### src/rtl/lkvc_pkg.sv
// Shared types and constants for the LRU key-value cache.
package lkvc_pkg;

	localparam int ENTRIES = 16;
	localparam int SLOT_W  = $clog2(ENTRIES);
	localparam int CNT_W   = $clog2(ENTRIES + 1);
	localparam int KEY_W   = 32;
	localparam int VAL_W   = 32;

	// opcodes
	localparam logic OP_GET = 1'b0;
	localparam logic OP_PUT = 1'b1;

	// request word
	typedef struct packed {
		logic                    opcode;
		logic signed [KEY_W-1:0] lookup_key;
		logic signed [VAL_W-1:0] store_value;
	} req_t;

	// response word
	typedef struct packed {
		logic                    found;
		logic signed [VAL_W-1:0] read_value;
	} rsp_t;

	// lookup sent to the directory
	typedef struct packed {
		logic             en;
		logic             put;
		logic [KEY_W-1:0] key;
	} dir_req_t;

	// directory answer: hit flag and the slot to read or write
	typedef struct packed {
		logic              hit;
		logic [SLOT_W-1:0] slot;
	} dir_res_t;

endpackage

### src/rtl/lru_key_value_cache.sv
// LRU key-value cache: a new request word is held off while the previous one is in stage 1,
// and while a get waits in stage 2 for the output register. A get result passes through
// the stage 1 request register (directory lookup), the registered value memory read and the output register.
// A put gives no response word; the next request may be taken once the put has left stage 1.
// Reset clears valid marks, ranks and the count, and sets capacity to 16;
// no clearing pass is needed, so requests are taken straight after reset.
module lru_key_value_cache (
	input  logic                       clk,
	input  logic                       arst_n,
	input  logic                       req_valid,
	output logic                       req_stall,
	input  lkvc_pkg::req_t             req,
	output logic                       rsp_valid,
	input  logic                       rsp_stall,
	output lkvc_pkg::rsp_t             rsp,
	input  logic                       cfg_valid,
	output logic                       cfg_ready,
	input  logic [lkvc_pkg::CNT_W-1:0] cfg_data
);
	import lkvc_pkg::*;

	logic [CNT_W-1:0] cap_q;
	logic [CNT_W-1:0] cap_eff;
	logic             s1_valid_q;
	req_t             req_s1;
	logic             s2_valid_q;
	logic             found_s2;
	logic [VAL_W-1:0] rdata_s2;
	logic             rsp_valid_q;
	rsp_t             rsp_q;
	logic             out_free;
	logic             accept;
	dir_req_t         dreq;
	dir_res_t         dres;

	logic [VAL_W-1:0] val_mem [ENTRIES];

	// handshake
	assign out_free  = !rsp_valid_q || !rsp_stall;
	assign req_stall = s1_valid_q || (s2_valid_q && !out_free);
	assign accept    = req_valid && !req_stall;
	assign cfg_ready = !s1_valid_q && !s2_valid_q;
	assign rsp_valid = rsp_valid_q;
	assign rsp       = rsp_q;

	// capacity register; its effective value is clamped to 1..ENTRIES
	always_ff @(posedge clk or negedge arst_n) begin
		if (!arst_n) begin
			cap_q <= CNT_W'(ENTRIES);
		end else if (cfg_valid && cfg_ready) begin
			cap_q <= cfg_data;
		end
	end

	always_comb begin
		if (cap_q == '0) begin
			cap_eff = CNT_W'(1);
		end else if (cap_q > CNT_W'(ENTRIES)) begin
			cap_eff = CNT_W'(ENTRIES);
		end else begin
			cap_eff = cap_q;
		end
	end

	// stage 1 request register
	always_ff @(posedge clk or negedge arst_n) begin
		if (!arst_n) begin
			s1_valid_q <= 1'b0;
		end else begin
			s1_valid_q <= accept;
		end
	end

	always_ff @(posedge clk) begin
		if (accept) begin
			req_s1 <= req;
		end
	end

	// directory lookup and update
	assign dreq.en  = s1_valid_q;
	assign dreq.put = (req_s1.opcode == OP_PUT);
	assign dreq.key = req_s1.lookup_key;

	lkvc_dir u_dir (
		.clk     (clk),
		.arst_n  (arst_n),
		.dreq    (dreq),
		.cap_eff (cap_eff),
		.dres    (dres)
	);

	// value memory: write on put, registered read on get hit
	always_ff @(posedge clk) begin
		if (s1_valid_q && req_s1.opcode == OP_PUT) begin
			val_mem[dres.slot] <= req_s1.store_value;
		end
		if (s1_valid_q && req_s1.opcode == OP_GET && dres.hit) begin
			rdata_s2 <= val_mem[dres.slot];
		end
	end

	// stage 2: get waiting for memory data / output slot
	always_ff @(posedge clk or negedge arst_n) begin
		if (!arst_n) begin
			s2_valid_q <= 1'b0;
		end else if (s1_valid_q && req_s1.opcode == OP_GET) begin
			s2_valid_q <= 1'b1;
		end else if (out_free) begin
			s2_valid_q <= 1'b0;
		end
	end

	always_ff @(posedge clk) begin
		if (s1_valid_q && req_s1.opcode == OP_GET) begin
			found_s2 <= dres.hit;
		end
	end

	// output register
	always_ff @(posedge clk or negedge arst_n) begin
		if (!arst_n) begin
			rsp_valid_q <= 1'b0;
		end else if (s2_valid_q && out_free) begin
			rsp_valid_q <= 1'b1;
		end else if (!rsp_stall) begin
			rsp_valid_q <= 1'b0;
		end
	end

	always_ff @(posedge clk) begin
		if (s2_valid_q && out_free) begin
			rsp_q.found      <= found_s2;
			rsp_q.read_value <= found_s2 ? rdata_s2 : '0;
		end
	end

endmodule

### src/rtl/lkvc_dir.sv
// Key directory: tags, valid marks, recency ranks and occupancy count.
module lkvc_dir (
	input  logic                    clk,
	input  logic                    arst_n,
	input  lkvc_pkg::dir_req_t      dreq,
	input  logic [lkvc_pkg::CNT_W-1:0] cap_eff,
	output lkvc_pkg::dir_res_t      dres
);
	import lkvc_pkg::*;

	logic [KEY_W-1:0]  key_q   [ENTRIES];
	logic [SLOT_W-1:0] rank_q  [ENTRIES];
	logic [ENTRIES-1:0] valid_q;
	logic [CNT_W-1:0]  occ_q;

	logic [ENTRIES-1:0] match;
	logic [SLOT_W-1:0] hit_slot;
	logic [SLOT_W-1:0] free_slot;
	logic [SLOT_W-1:0] victim_slot;
	logic [SLOT_W-1:0] slot;
	logic [CNT_W-1:0]  occ_m1;
	logic [CNT_W-1:0]  thresh;
	logic              hit;
	logic              full;
	logic              upd;
	logic              ins;

	// parallel tag compare and slot encoders
	always_comb begin
		hit_slot    = '0;
		free_slot   = '0;
		victim_slot = '0;
		occ_m1      = occ_q - CNT_W'(1);
		for (int i = ENTRIES - 1; i >= 0; i--) begin
			match[i] = valid_q[i] && (key_q[i] == dreq.key);
			if (match[i]) begin
				hit_slot = SLOT_W'(i);
			end
			if (!valid_q[i]) begin
				free_slot = SLOT_W'(i);
			end
			// least recent entry holds the highest rank, occ-1
			if (valid_q[i] && (CNT_W'(rank_q[i]) == occ_m1)) begin
				victim_slot = SLOT_W'(i);
			end
		end
	end

	// pick slot and ageing threshold
	always_comb begin
		hit  = |match;
		full = (occ_q >= cap_eff);
		if (hit) begin
			slot   = hit_slot;
			thresh = CNT_W'(rank_q[hit_slot]);
		end else if (full) begin
			slot   = victim_slot;
			thresh = occ_m1;
		end else begin
			slot   = free_slot;
			thresh = occ_q;
		end
		upd = dreq.en && (hit || dreq.put);
		ins = dreq.en && dreq.put && !hit;
	end

	assign dres.hit  = hit;
	assign dres.slot = slot;

	// valid marks, ranks and count
	always_ff @(posedge clk or negedge arst_n) begin
		if (!arst_n) begin
			valid_q <= '0;
			occ_q   <= '0;
			for (int i = 0; i < ENTRIES; i++) begin
				rank_q[i] <= '0;
			end
		end else if (upd) begin
			for (int i = 0; i < ENTRIES; i++) begin
				if (SLOT_W'(i) == slot) begin
					rank_q[i] <= '0;
				end else if (valid_q[i] && (CNT_W'(rank_q[i]) < thresh)) begin
					rank_q[i] <= rank_q[i] + SLOT_W'(1);
				end
			end
			if (ins) begin
				valid_q[slot] <= 1'b1;
				if (!full) begin
					occ_q <= occ_q + CNT_W'(1);
				end
			end
		end
	end

	// tags: written on insertion only
	always_ff @(posedge clk) begin
		if (ins) begin
			key_q[slot] <= dreq.key;
		end
	end

endmodule

### config.mk
export PLATFORM = sky130hd
export DESIGN_NAME = lru_key_value_cache
export DESIGN_NICKNAME = d
export VERILOG_FILES = /design/src/rtl/lkvc_pkg.sv /design/src/rtl/lru_key_value_cache.sv /design/src/rtl/lkvc_dir.sv
export SDC_FILE = /design/constraint.sdc
export NUM_CORES = 2
export LEC_CHECK = 0
export BUFFER_PORTS_ARGS = -buffer_cell sky130_fd_sc_hd__buf_2
export CORE_ASPECT_RATIO = 0.8
export CORE_MARGIN = 5
export CORE_UTILIZATION = 30
export DETAILED_ROUTE_END_ITERATION = 8
export GPL_ROUTABILITY_DRIVEN = 1
export PLACE_DENSITY_LB_ADDON = 0.15
export SKIP_LAST_GASP = 1
export SLEW_MARGIN = 20
export SYNTH_ARGS = -nofsm -noshare
export SYNTH_HDL_FRONTEND = slang
export SYNTH_SLANG_ARGS = --single-unit
### constraint.sdc
create_clock -name clk -period 16.8 [get_ports clk]
set_input_delay 0.84 -clock clk [delete_from_list [all_inputs] [get_ports clk]]
set_output_delay 0.84 -clock clk [all_outputs]
set_load 0.1 [all_outputs]
==> impl_metrics.tcl <==
set metrics [dict create \
    synth-edff-count 1155 \
    io_pins 111 \
    finalMaxSlewViolations 0 \
    worstPathMaxFanout 133 \
    p_leak_nw 22.4 \
    rsz0062_at_grt "no" \
    fillCellCount 18200 \
    p_sw_w 0.00375 \
    power_density_nw_per_um2 161 \
    core_um2 187000 \
    vdd_ir_drop_max_mv 0.308 \
    crit_buf_inv 4 \
    overflow 0 \
    cts_resized 0 \
    crit_type "flop to flop" \
    seqCellArea_um2 37000 \
    tightestPinTransition_ns 1.10 \
    core.rowCount 142 \
    dr.first_iter.drc_count 3101 \
    p_int_w 0.00662 \
    relSlewSlack_pct 25.8 \
    cp.arrival_ns 8.04 \
    synth_area_leaders "edfxtp_1, xor2_1, mux2i_1, dfrtp_1, nand2_1" \
    power.share.sequential_pct 36.7 \
    ys_ff_latch 1248 \
    grt_max_degree 191 \
    min_path_type "input pin to async pin" \
    drc_errors 0 \
    synth_warnings 0 \
    crit_slowest_cell "nor4_1" \
    syn_area_per_cell_um2 14.2 \
    critPathLaunchType "flop" \
    die_w_um 494 \
    port_buffers 110 \
    finalCritPeriodShare_pct 44.8 \
    routed_wirelength_um 169000 \
    ys_seq_area_share_pct 65.8 \
    p_total_w 0.0104 \
    postCtsSetupRepairBufs 0 \
    antenna_found_initial 6 \
    multi_input_area_um2 18500 \
    path_clk_slew_ns 0.06 \
    fin_hold_ws_ns 0.104 \
    synth_area_leader_cell "edfxtp_1" \
    die_h_um 397 \
    grt_pass1_wl_um 242000 \
    finClkSkew_ns 0.0601 \
    crit_required_ns 17.32 \
    design_area_um2 64500 \
    cap_violations 0 \
    start_util_pct 30.1 \
    cts.sinks 1248 \
    viasPerCell 5.00 \
    drive_above_1_share_pct 13.0 \
    ant_nets 0 \
    hold_viol_final 0 \
    grt_usage_pct 16.9 \
    status "finished clean" \
    avgRoutedWirePerCell_um 25.1 \
    fin_nets 4272 \
    clock_power_share_pct 28.4 \
    swShare_pct 36.1 \
    critPathCaptureType "flop" \
    synth_area_um2 56200 \
    cts_tree "built" \
    placed_cell_area_um2 60100 \
    synthArstFlopShare_pct 7.45 \
    ys_types 84 \
    syn_inst 3962 \
    slowest_delay_ns 0.97 \
    post-route-min-period_ns 7.53 \
    clockBufferDepth 3 \
    grt_pass1_vias 32900 \
    fin_util_pct 34.5 \
    dr.pass1.iters 7 \
    synthToLayoutAreaGrowth_pct 14.7 \
    hpwl_um 96700 \
    p_comb_share_pct 34.9 \
    fmax_ghz 0.133 \
    synthFlopType "edfxtp_1" \
    cts_hold_buf 0 \
    dr_total_vias 33800 \
    setup_viol 0 \
    htreeDepth 4 \
    path_cells "buf_4 > xor2_1 > nor4_1 > nand4_1 > nor4_1 > nor4b_1 > nand4_1 > o211ai_1 > o31ai_4 > buf_12 > buf_4 > buf_12 > mux2_2 > nor2_1 > a21oi_1 > a32oi_1 > nand2_1" \
    cts-root-buf "clkbuf_16" \
    die_area_um2 196000 \
    clk_latency_ns 0.79 \
    synth_nets 4108 \
    cp_top_family "simple AND/OR/NAND/NOR gates" \
    synth_top_area_share_pct 61.7 \
    numCtsBuffers 143 \
    place_congestion 0.799 \
    setup_tns_ns 0 \
]
==> cells in the mapped netlist, types with 13 or more instances <==
master	n
o31ai_1	14
a21oi_1	98
nor4_1	188
a21o_1	48
nand3_1	109
buf_2	78
a32oi_1	64
nor3_1	53
mux2i_1	239
or2_2	13
mux2_2	72
xor2_1	445
xnor2_1	126
and2_1	44
edfxtp_1	1155
or4_1	29
ha_1	71
nand2b_1	33
or3_1	21
nand4_1	83
clkbuf_1	73
nand4b_1	22
nand2_1	328
o21ai_0	45
inv_1	34
dfrtp_1	92
buf_6	19
nor4b_1	16
nor2_1	146
o211ai_1	32
==> state kept, by name, indices dropped and copies added, names as in the netlist <==
signal and cells:
u_dir.valid_q 16, s1_valid_q 1, dreq 33, rsp_valid 1, u_dir.rank_q 64, req_s1 32, u_dir.key_q 512, found_s2 1
rdata_s2 32, u_dir.occ_q 5, s2_valid_q 1, val_mem 512, rsp 33, cap_q 5
==> power groups by stage <==
stage,Clock [W],Combinational (W),Sequential (W)
floorplan,0,0.00258,0.00384
detailed placement,0,0.00364,0.00387
CTS,0.00304,0.00365,0.00380
finish,0.00295,0.00362,0.00380
global placement,0,0.00362,0.00387
global route,0.00317,0.00393,0.00382
==> final cells by class <==
class / count / share of cell area, %
clock buffer: 206 / 6.08
antenna: 2 / 0.00776
clock inverter: 51 / 0.720
inverter: 34 / 0.198
sequential: 1248 / 57.4
timing repair buffer: 208 / 2.09
multi-input combinational: 2491 / 28.6
tap: 2520 / 4.89
==> layer usage <==
metal	global-route usage (%)	share of wire, %	up-vias
met5	0	0	-
met4	3.78	1.8	0
met3	2.77	4.9	191
met2	24.8	43	846
met1	26.1	51	17400
li1	-	-	15400
==> cell usage in the layout, fill, tap and decap left out, drive strengths merged, types with 10 or more instances in the layout <==
| cell type | instances |
|---|---|
| inv | 38 |
| or4 | 30 |
| nor2 | 146 |
| nand4b | 22 |
| clkinv | 44 |
| nor3 | 62 |
| dfrtp | 92 |
| ha | 71 |
| or3 | 21 |
| nand4 | 83 |
| a21o | 48 |
| xor2 | 445 |
| nor4 | 189 |
| nor3b | 10 |
| clkbuf | 206 |
| nand3 | 109 |
| and2 | 44 |
| a32oi | 64 |
| a21oi | 99 |
| mux2i | 239 |
| buf | 208 |
| xnor3 | 11 |
| o21ai | 47 |
| nand2b | 33 |
| nor4b | 16 |
| o211ai | 32 |
| edfxtp | 1155 |
| or2 | 14 |
| mux2 | 72 |
| xnor2 | 127 |
| o31ai | 14 |
| nand2 | 328 |
==> through the flow <==
step	setup slack (ns)	instances
after floorplan	10.87	3962
after global placement	9.45	6500
after detailed placement	9.50	6500
after CTS	9.48	6757
after global routing	9.03	6759
final	9.27	6760
==> worst paths after layout <==
kind | cells after the start | start | slack [ns] | to
worst max-delay path | 17 | dreq[5] | 9.27 | rdata_s2[0]
worst min-delay path | 1 | arst_n | 0.10 | cap_q[0]
worst max register to register | 17 | dreq[5] | 9.27 | rdata_s2[0]
worst min register to register | 1 | s2_valid_q | 0.52 | rsp_valid
max in group asynchronous | 2 | arst_n | 15.41 | u_dir.rank_q[49]
min in group clk | 1 | req[31] | 0.23 | req_s1[31]
==> kinds of logic (layout without fill, tap and decap cells) <==
kind of cell | Yosys count | count (layout) | synth area share [%]
AO/OA/AOI/OAI | 384 | 384 | 4.85
XOR/XNOR | 583 | 583 | 9.36
adder cells (fa/ha/maj) | 71 | 71 | 1.58
buffers and inverters | 223 | 499 | 1.99
flip-flops | 1248 | 1248 | 65.8
multiplexers | 311 | 311 | 5.69
other | 0 | 2 | 0
AND/OR/NAND/NOR | 1142 | 1142 | 10.7
==> worst register-to-register path, stage by stage (launching register included) <==
cell      delay, ns
edfxtp_1       0.62
buf_4          0.57
xor2_1         0.18
nor4_1         0.33
nand4_1        0.19
nor4_1         0.97
nor4b_1        0.29
nand4_1        0.57
o211ai_1       0.26
o31ai_4        0.12
buf_12         0.48
buf_4          0.93
buf_12         0.70
mux2_2         0.61
nor2_1         0.09
a21oi_1        0.06
a32oi_1        0.23
nand2_1        0.08
Power figures use the tool's default switching activity.
